File: src/uer_pkg.sv
// Package for the ultrasonic echo ranger.
// Holds the transaction structs, request and result codes and arithmetic constants.
// No dependencies; every other file of the block imports it.
package uer_pkg;

	localparam logic [1:0] REQ_TICK  = 2'd0;
	localparam logic [1:0] REQ_START = 2'd1;
	localparam logic [1:0] REQ_TEMP  = 2'd2;

	localparam logic KIND_DIST = 1'b0;
	localparam logic KIND_VEL  = 1'b1;

	localparam int TICK_W = 16;
	localparam int VEL_W  = 13;
	localparam int DIST_W = 14;
	localparam int PROD_W = TICK_W + VEL_W;

	localparam logic [VEL_W-1:0]  VEL_BASE      = 13'd3315;
	localparam logic [VEL_W-1:0]  VEL_RESET     = 13'd3453;
	localparam logic [VEL_W-1:0]  VEL_MAX       = 13'd4845;
	localparam logic [TICK_W-1:0] TIMEOUT_RESET = 16'd17000;
	localparam logic [DIST_W-1:0] DIST_MAX      = 14'd16383;

	// Division by 20000 is done as a shift by five and a division by 625.
	// Products at or above 16384 * 20000 saturate.
	localparam logic [PROD_W-1:0] PROD_SAT = 29'd327680000;
	localparam int                DIV_SHIFT = 5;
	localparam int                QUOT_W    = 15;
	localparam int                RECIP_SHIFT = 24;
	localparam logic [14:0]       RECIP_625 = 15'd26843;
	localparam logic [9:0]        DIV_625   = 10'd625;

	typedef struct packed {
		logic [1:0]  req_type;
		logic        echo_level;
		logic [15:0] temp_raw;
	} uer_req_t;

	typedef struct packed {
		logic              result_kind;
		logic [DIST_W-1:0] distance_tenth_cm;
		logic              echo_found;
		logic [VEL_W-1:0]  sound_velocity;
	} uer_rsp_t;

	typedef struct packed {
		logic              result_kind;
		logic              echo_found;
		logic [VEL_W-1:0]  sound_velocity;
		logic [PROD_W-1:0] product;
	} uer_work_t;

	typedef struct packed {
		logic armed;
		logic echo_seen_high;
	} uer_status_t;

endpackage

File: src/uer_ctrl.sv
// Measurement control for the ultrasonic echo ranger: timeout register, arming,
// echo edge tracking, elapsed count, sound velocity and the velocity-time product.
// Depends on uer_pkg.
module uer_ctrl (
	input  logic                clk,
	input  logic                arst_n,
	input  logic                cfg_we,
	input  logic [15:0]         cfg_wdata,
	input  uer_pkg::uer_req_t   req_s1,
	input  logic                fire,
	output logic                emit,
	output uer_pkg::uer_work_t  work,
	output uer_pkg::uer_status_t status
);
	import uer_pkg::*;

	logic [TICK_W-1:0] timeout_q;
	logic              armed_q;
	logic              seen_q;
	logic [TICK_W-1:0] elapsed_q;
	logic [VEL_W-1:0]  velocity_q;

	logic              armed_d;
	logic              seen_d;
	logic [TICK_W-1:0] elapsed_d;
	logic [VEL_W-1:0]  velocity_d;
	logic [TICK_W-1:0] el_inc;
	logic [VEL_W-1:0]  temp_vel;
	logic [PROD_W-1:0] dist_prod;

	assign el_inc    = (elapsed_q != {TICK_W{1'b1}}) ? elapsed_q + 16'd1 : elapsed_q;
	assign temp_vel  = VEL_BASE + VEL_W'(req_s1.temp_raw[11:4]) * 13'd6;
	assign dist_prod = PROD_W'(velocity_q) * PROD_W'(el_inc);

	always_comb begin
		armed_d    = armed_q;
		seen_d     = seen_q;
		elapsed_d  = elapsed_q;
		velocity_d = velocity_q;
		emit       = 1'b0;
		work.result_kind    = KIND_DIST;
		work.echo_found     = 1'b0;
		work.sound_velocity = velocity_q;
		work.product        = '0;
		unique case (req_s1.req_type)
			REQ_START: begin
				elapsed_d = '0;
				seen_d    = 1'b0;
				armed_d   = 1'b1;
			end
			REQ_TEMP: begin
				velocity_d          = temp_vel;
				emit                = 1'b1;
				work.result_kind    = KIND_VEL;
				work.sound_velocity = temp_vel;
			end
			REQ_TICK: begin
				if (armed_q) begin
					elapsed_d = el_inc;
					if (req_s1.echo_level) begin
						seen_d = 1'b1;
					end
					if (!req_s1.echo_level && seen_q) begin
						emit            = 1'b1;
						work.echo_found = 1'b1;
						work.product    = dist_prod;
						armed_d         = 1'b0;
						seen_d          = 1'b0;
					end else if (el_inc >= timeout_q) begin
						emit    = 1'b1;
						armed_d = 1'b0;
						seen_d  = 1'b0;
					end
				end
			end
			default: begin
			end
		endcase
	end

	always_ff @(posedge clk or negedge arst_n) begin
		if (!arst_n) begin
			timeout_q <= TIMEOUT_RESET;
		end else if (cfg_we) begin
			timeout_q <= cfg_wdata;
		end
	end

	always_ff @(posedge clk or negedge arst_n) begin
		if (!arst_n) begin
			armed_q    <= 1'b0;
			seen_q     <= 1'b0;
			elapsed_q  <= '0;
			velocity_q <= VEL_RESET;
		end else if (fire) begin
			armed_q    <= armed_d;
			seen_q     <= seen_d;
			elapsed_q  <= elapsed_d;
			velocity_q <= velocity_d;
		end
	end

	assign status.armed          = armed_q;
	assign status.echo_seen_high = seen_q;

endmodule

File: src/uer_div.sv
// Constant divider for the ultrasonic echo ranger: product / 20000 with saturation.
// A reciprocal estimate is registered, then corrected by one compare and add.
// Depends on uer_pkg.
module uer_div (
	input  logic                        clk,
	input  logic                        load,
	input  logic [uer_pkg::PROD_W-1:0]  product,
	output logic [uer_pkg::DIST_W-1:0]  distance
);
	import uer_pkg::*;

	localparam int X_W = PROD_W - DIV_SHIFT;

	logic [X_W-1:0]              x;
	logic [X_W+QUOT_W-1:0]       est_full;
	logic [X_W-1:0]              x_s3;
	logic [QUOT_W-1:0]           q0_s3;
	logic                        sat_s3;
	logic [X_W:0]                back;
	logic [X_W:0]                rem;
	logic [QUOT_W:0]             quot;

	assign x        = product[PROD_W-1:DIV_SHIFT];
	assign est_full = (X_W+QUOT_W)'(x) * (X_W+QUOT_W)'(RECIP_625);

	always_ff @(posedge clk) begin
		if (load) begin
			x_s3   <= x;
			q0_s3  <= est_full[RECIP_SHIFT +: QUOT_W];
			sat_s3 <= (product >= PROD_SAT);
		end
	end

	// The estimate is never above the true quotient and at most one below it.
	assign back     = (X_W+1)'(q0_s3) * (X_W+1)'(DIV_625);
	assign rem      = {1'b0, x_s3} - back;
	assign quot     = {1'b0, q0_s3} + (QUOT_W+1)'(rem >= (X_W+1)'(DIV_625));
	assign distance = sat_s3 ? DIST_MAX : quot[DIST_W-1:0];

endmodule

File: src/ultrasonic_echo_ranger.sv
// Top level of the ultrasonic echo ranger.
// Holds the input, pipeline and result registers and the valid/stall handshakes.
// Depends on uer_pkg, uer_ctrl and uer_div.
//
// Request channel: req_valid, req_stall and the req struct. A start request clears
// the elapsed count and arms a measurement; tick requests, one per microsecond, count
// and sample the echo level; a temperature request updates the sound velocity.
// Response channel: rsp_valid, rsp_stall and the rsp struct. A distance transaction
// follows the echo fall or the timeout; a velocity transaction follows every
// temperature request. Starts and ignored ticks produce no response.
// One request is accepted per cycle while req_stall is low. The state update is made
// when the request leaves the input register, and a response reaches rsp by way of the
// input register, product register, quotient estimate register and result register.
// The velocity-time product multiplier and the constant division by 20000 set the
// stage split. Each stage moves on when the next one is empty or moving, so the
// block keeps accepting while a finished response waits in the result register.
// A stalled response holds; backpressure reaches req_stall only once all stages fill.
// The timeout register is written through cfg_we and cfg_wdata, with reset value 17000.
// Reset clears the pipeline, disarms and sets the velocity to 3453 (0.1 m/s).
module ultrasonic_echo_ranger (
	input  logic              clk,
	input  logic              arst_n,
	input  logic              req_valid,
	output logic              req_stall,
	input  uer_pkg::uer_req_t req,
	output logic              rsp_valid,
	input  logic              rsp_stall,
	output uer_pkg::uer_rsp_t rsp,
	input  logic              cfg_we,
	input  logic [15:0]       cfg_wdata
);
	import uer_pkg::*;

	uer_req_t    req_s1;
	uer_work_t   work;
	uer_work_t   work_s2;
	uer_status_t status;
	logic        emit;
	logic        v1_q;
	logic        v2_q;
	logic        v3_q;
	logic        vo_q;
	logic        kind_s3;
	logic        found_s3;
	logic [VEL_W-1:0]  vel_s3;
	logic [DIST_W-1:0] distance;
	uer_rsp_t    rsp_q;
	logic        req_acc;
	logic        out_rdy;
	logic        rdy3;
	logic        rdy2;
	logic        adv1;
	logic        adv2;
	logic        adv3;

	assign out_rdy   = !vo_q || !rsp_stall;
	assign rdy3      = !v3_q || out_rdy;
	assign rdy2      = !v2_q || rdy3;
	assign adv1      = v1_q && (!emit || rdy2);
	assign adv2      = v2_q && rdy3;
	assign adv3      = v3_q && out_rdy;
	assign req_stall = v1_q && !adv1;
	assign req_acc   = req_valid && !req_stall;

	uer_ctrl u_ctrl (
		.clk       (clk),
		.arst_n    (arst_n),
		.cfg_we    (cfg_we),
		.cfg_wdata (cfg_wdata),
		.req_s1    (req_s1),
		.fire      (adv1),
		.emit      (emit),
		.work      (work),
		.status    (status)
	);

	uer_div u_div (
		.clk      (clk),
		.load     (adv2),
		.product  (work_s2.product),
		.distance (distance)
	);

	always_ff @(posedge clk or negedge arst_n) begin
		if (!arst_n) begin
			v1_q <= 1'b0;
			v2_q <= 1'b0;
			v3_q <= 1'b0;
			vo_q <= 1'b0;
		end else begin
			if (req_acc) begin
				v1_q <= 1'b1;
			end else if (adv1) begin
				v1_q <= 1'b0;
			end
			if (adv1 && emit) begin
				v2_q <= 1'b1;
			end else if (adv2) begin
				v2_q <= 1'b0;
			end
			if (adv2) begin
				v3_q <= 1'b1;
			end else if (adv3) begin
				v3_q <= 1'b0;
			end
			if (out_rdy) begin
				vo_q <= adv3;
			end
		end
	end

	always_ff @(posedge clk) begin
		if (req_acc) begin
			req_s1 <= req;
		end
		if (adv1 && emit) begin
			work_s2 <= work;
		end
		if (adv2) begin
			kind_s3  <= work_s2.result_kind;
			found_s3 <= work_s2.echo_found;
			vel_s3   <= work_s2.sound_velocity;
		end
		if (adv3) begin
			rsp_q.result_kind       <= kind_s3;
			rsp_q.distance_tenth_cm <= distance;
			rsp_q.echo_found        <= found_s3;
			rsp_q.sound_velocity    <= vel_s3;
		end
	end

	assign rsp_valid = vo_q;
	assign rsp       = rsp_q;

	a_stall_needs_item: assert property (@(posedge clk) disable iff (!arst_n)
		req_stall |-> v1_q)
		else $error("request stalled with an empty input register");

	a_start_arms: assert property (@(posedge clk) disable iff (!arst_n)
		adv1 && req_s1.req_type == REQ_START |=> status.armed && !status.echo_seen_high)
		else $error("start transaction did not arm the measurement");

	a_no_echo_zero: assert property (@(posedge clk) disable iff (!arst_n)
		rsp_valid && !rsp.echo_found |-> rsp.distance_tenth_cm == '0)
		else $error("distance reported without an echo");

	a_vel_range: assert property (@(posedge clk) disable iff (!arst_n)
		rsp_valid && rsp.result_kind == KIND_VEL
			|-> rsp.sound_velocity >= VEL_BASE && rsp.sound_velocity <= VEL_MAX
			&& !rsp.echo_found)
		else $error("velocity transaction out of range");

endmodule
File: config.mk
export PLATFORM = sky130hd
export DESIGN_NAME = ultrasonic_echo_ranger
export DESIGN_NICKNAME = d
export VERILOG_FILES = /design/src/uer_pkg.sv /design/src/uer_ctrl.sv /design/src/uer_div.sv /design/src/ultrasonic_echo_ranger.sv
export SDC_FILE = /design/constraint.sdc
export NUM_CORES = 1
export LEC_CHECK = 0
export BUFFER_PORTS_ARGS = -buffer_cell sky130_fd_sc_hd__buf_4
export CAP_MARGIN = 40
export CORE_MARGIN = 2
export CORE_UTILIZATION = 30
export CTS_BUF_LIST = sky130_fd_sc_hd__clkbuf_16
export DETAILED_ROUTE_END_ITERATION = 10
export PLACE_DENSITY = 0.45
export SYNTH_ARGS = -nofsm -noshare
export SYNTH_HDL_FRONTEND = slang
export SYNTH_HIERARCHICAL = 1
export SYNTH_SLANG_ARGS = --single-unit
File: constraint.sdc
create_clock -name clk -period 11.15 [get_ports clk]
set_input_delay 0.5575 -clock clk [delete_from_list [all_inputs] [get_ports clk]]
set_output_delay 0.5575 -clock clk [all_outputs]
set_load 0.02 [all_outputs]
; Word-level counts from Yosys, hierarchy flattened
; Cells that the tools add are included.
[op_classes]
n_addsub = 4
n_mul = 4
magnitude_cmp = 3
n_eq_ne = 5
mux = 25
reduce_logical = 29
[op_table]
columns = op, count
row1 = $mul 24x15->39 const B, 1
row2 = $mux 16, 2
row3 = $pmux 16 s2, 1
row4 = $ge 29x29->1 const B, 1
row5 = $mul 13x16->29, 1
row6 = $ge 25x10->1 const B, 1
row7 = $mul 15x10->25 const B, 1
row8 = $sub 24x25->25, 1
row9 = $mux 1, 18
row10 = $add 16x1->16 const B, 1
row11 = $ge 16x16->1, 1
row12 = $ne 16x16->1 const B, 1
row13 = $add 14x1->14, 1
row14 = $add 12x11->13 const A, 1
row15 = $mux 13, 1
row16 = $mul 8x2->10 const B, 1
row17 = $logic_not 1->1, 8
row18 = $reduce_bool 2->1, 4
row19 = $logic_and 1x1->1, 7
row20 = $pmux 1 s2, 3
row21 = $reduce_and 3->1, 2
row22 = $logic_or 1x1->1, 4
row23 = $ne 4x2->1 const B, 1
row24 = $reduce_and 2->1, 2
row25 = 5 further kinds, 5
[word_totals]
regBits = 194
input_bits = 40
word_cells = 96

; Longest topological paths before layout
[depth]
ltp_word = 15
mapped_depth = 28

; Cells and area by module
; The synthesis kept the hierarchy.
[by_module_without_submodules]
columns = module, n_inst, cells_each, area_per_inst_um2
row1 = uer_div, 1, 1152, 11380.9
row2 = uer_ctrl, 1, 1202, 10199.8
row3 = ultrasonic_echo_ranger, 1, 125, 3410.8

; Worst setup path after synthesis
; Ideal clock, no wire load.
[synth_timing]
path_type = register -> register
start = reg u_div.q0_s3[5]
end = reg rsp_q, in the netlist rsp[26] (data pin)
setup_time_ps = 256
arrival_time_ps = 6397
required_time_ps = 10894
setup_slack_ps = 4497
path_stages_with_launch = 25
path_buffers = 0
path_cell_list = edfxtp_1 -> fa_1 -> ha_1 -> inv_1 -> fa_1 -> inv_1 -> fa_1 -> fa_1 -> inv_1 -> ha_1 -> inv_2 -> a222oi_1 -> o2111ai_1 -> or4_1 -> or4_1 -> nor4_2 -> o221ai_1 -> nor4_2 -> nand4b_1 -> ha_1 -> and3_1 -> and3_1 -> nand3_1 -> xnor2_1 -> nand2b_1
[synth_between]
elab_chain_cells = 4
[synth_lines]
columns = element, line_no
row1 = "start, declared", uer_div.sv:17  ; logic [QUOT_W-1:0] q0_s3;
row2 = "start signal, assigned", uer_div.sv:29  ; q0_s3 <= est_full[RECIP_SHIFT +: QUOT_W];
row3 = $mul 15x10->25, uer_div.sv:35  ; assign back = (X_W+1)'(q0_s3) * (X_W+1)'(DIV_625);
row4 = $sub 24x25->25, uer_div.sv:36  ; assign rem = {1'b0, x_s3} - back;
row5 = $ge 25x10->1, uer_div.sv:37  ; assign quot = {1'b0, q0_s3} + (QUOT_W+1)'(rem >= (X_W+1)'(DIV_625));
row6 = $add 14x1->14 (*), uer_div.sv:37
row7 = "end, declared", ultrasonic_echo_ranger.sv:47  ; uer_rsp_t rsp_q;
; Every way passes the cells marked *; elsewhere a longest branch is shown, timed or not.
; A chain may end at the register's enable or synchronous reset.

; Worst setup path after layout
; Same ends and word-level chain as after synthesis.

==> results.toml <==
[finish]
drive_above_1_share_pct = 6.34
area_growth_pct = 9.46
nFillCells = 8388
final_nets = 3235
multiInputGateArea_um2 = 16800
regArea_um2 = 5470
n_antenna_cell = 0
fin_cells = 3593

[clock_tree]
cts_tree = "done"
cts_root_buffer = "clkbuf_16"
insertion_delay_ns = 0.49
hold_buffers = 0
clk_pin_slew_ns = 0.09
clock_path_buffers = 2
postCtsSetupRepairBufs = 0
cts_resized = 0
cts_inserted_buffers = 17
cts_max_level = 4
clock_sinks = 190

[power]
leakage_nw = 13.2
p_per_area_nw_per_um2 = 153
peakVddDrop_uv = 124
total_power_w = 0.00414

[critical_path]
crit_family = "adder cells"
critPathSlowestCell = "edfxtp_1"
cpMostUsedCell = "fa_1"
slowest_delay_ns = 0.69
cp.depth = 24
rr_worst_depth = 24
ff2ff_setup_slack_ns = 3.50
required_ns = 11.40
crit_type = "reg2reg"
critical_path.cell_chain = "fa_1, ha_1, inv_1, fa_1, inv_1, fa_1, fa_1, inv_1, ha_1, inv_2, a222oi_1, o2111ai_1, or4_1, or4_1, nor4_2, o221ai_1, nor4_2, nand4b_1, ha_1, and3_1, and3_1, nand3_1, xnor2_1, nand2b_1"
r2r_start = "u_div/q0_s3[5]"
end_kind = "flop"
cp_max_fo = 8
crit_buf_inv = 4
startpoint = "u_div/q0_s3[5]"
crit_end = "rsp[26]"
cp_data_arrival_time_ns = 7.90
r2r_end = "rsp[26]"
startpoint_type = "flop"

[global_route]
grt.total_usage_pct = 14.2
grt_pass1_wl_mm = 95.3
gr-total-overflow = 0
grt_max_degree = 56
grt_pass1_vias = 18082
antenna_found_initial = 0

[synth]
syn-cell-area_um2 = 24700
syn_nets = 3194
synth_cells = 2469
yosysWarnings = 6
avgSynthCellArea_um2 = 10.0

[placed_design]
dp_hpwl_mm = 48.5
place_ws_ns = 3.42
portBuffers = 62
dp.cells = 3561
gp_congestion = 0.908

[drt]
drt_pre_antenna_iters = 4
ant_nets = 0
via_per_inst = 4.52
wl_per_cell_um = 15.9
wl_mm = 57.2
dr.first_iter.drc_count = 533
post-route-drc-count = 0
num_vias = 16254

[timing]
finalHoldViolations = 0
tns_ns = 0
drv_slew = 0
post-route-period-util_pct = 68.6
fin_skew_ns = 0.0205
fmax_ghz = 0.131
worst_slew_pin_slew_ns = 0.839
setup_viol = 0
rsz0062_at_grt = "false"
finalWorstSetupSlack_ns = 3.50
slew_headroom_pct = 43.8
layout_min_cycle_time_ns = 7.65

[floorplan]
dieArea_um2 = 84800
core.rowCount = 105
io_pins = 71
initial_core_util_pct = 30.2
dieWidth_um = 291
core_um2 = 81800
die_h_um = 291

[job]
maxCapViolCount = 0

[outcome]
status = "finished clean"

[worst_hold_path]
holdCritPathClass = "in2async"
==> worst min path at each step <==
| stage | end | depth (start not counted) | slack, ns | startpoint |
|---|---|---|---|---|
| finish | v1_q | 1 | 0.07 | arst_n |
| global route | v1_q | 1 | 0.10 | arst_n |
| CTS | v1_q | 1 | 0.07 | arst_n |
| detailed placement | rsp[10] | 0 | 0.40 | vel_s3[10] |
| global placement | rsp[28] | 0 | 0.41 | kind_s3 |
| floorplan | rsp_valid | 0 | 0.26 | arst_n |
==> placed cells by master, fill, tap and decap left out, types with 14 or more instances in the layout <==
cell	count
o21ai_0	77
ha_1	337
fa_1	348
xor2_1	31
and2_1	115
dfrtp_1	37
a21oi_1	78
and3_1	22
nand2b_1	26
dfstp_2	14
nor2b_1	16
nand2_1	206
buf_4	72
edfxtp_1	139
nand4_1	21
nor2_1	67
nand3_1	33
clkbuf_16	17
xnor2_1	36
nor3_1	18
inv_1	589
a21o_1	27
==> metal layers <==
| metal | vias up | GRT usage [%] | wire length, µm |
|---|---|---|---|
| met5 | - | 0 | 0 |
| li1 | 7926 | - | - |
| met4 | 0 | 3.63 | 806 |
| met1 | 8093 | 17.5 | 25900 |
| met3 | 48 | 2.00 | 1350 |
| met2 | 187 | 26.0 | 29200 |
==> through the flow <==
step                area (µm²)  hold slack (ns)  utilization, %
floorplan                24700            0.262               -
global placement         26400            0.406            32.2
detailed placement       26500            0.405            32.3
CTS                      27100           0.0676            33.1
global route             27100            0.101            33.1
finish                   27100           0.0689            33.1
==> layout make-up <==
class                      instances  share of cell area (%)
clock buffer                      17                    1.57
clock inverter                    15                   0.679
inverter                         591                    8.19
multi-input combinational       1631                    62.1
sequential                       190                    20.2
tap                             1070                    4.94
timing repair buffer              79                    2.35
==> registers in the layout, indices dropped and copies added, names as in the netlist, 11 cells and up <==
signal	flops
work_s2	44
rsp	29
u_div/x_s3	24
u_ctrl/elapsed_q	16
u_ctrl/timeout_q	16
u_div/q0_s3	15
u_ctrl/velocity_q	13
vel_s3	13
req_s1	11
==> report_power, final <==
group | total, W | switching, W | internal [W]
clock network | 0.000649 | 0.000344 | 0.000305
logic | 0.00257 | 0.00154 | 0.00103
registers | 0.000923 | 0.000101 | 0.000823
Note: power is estimated with default switching activity, not from simulation.
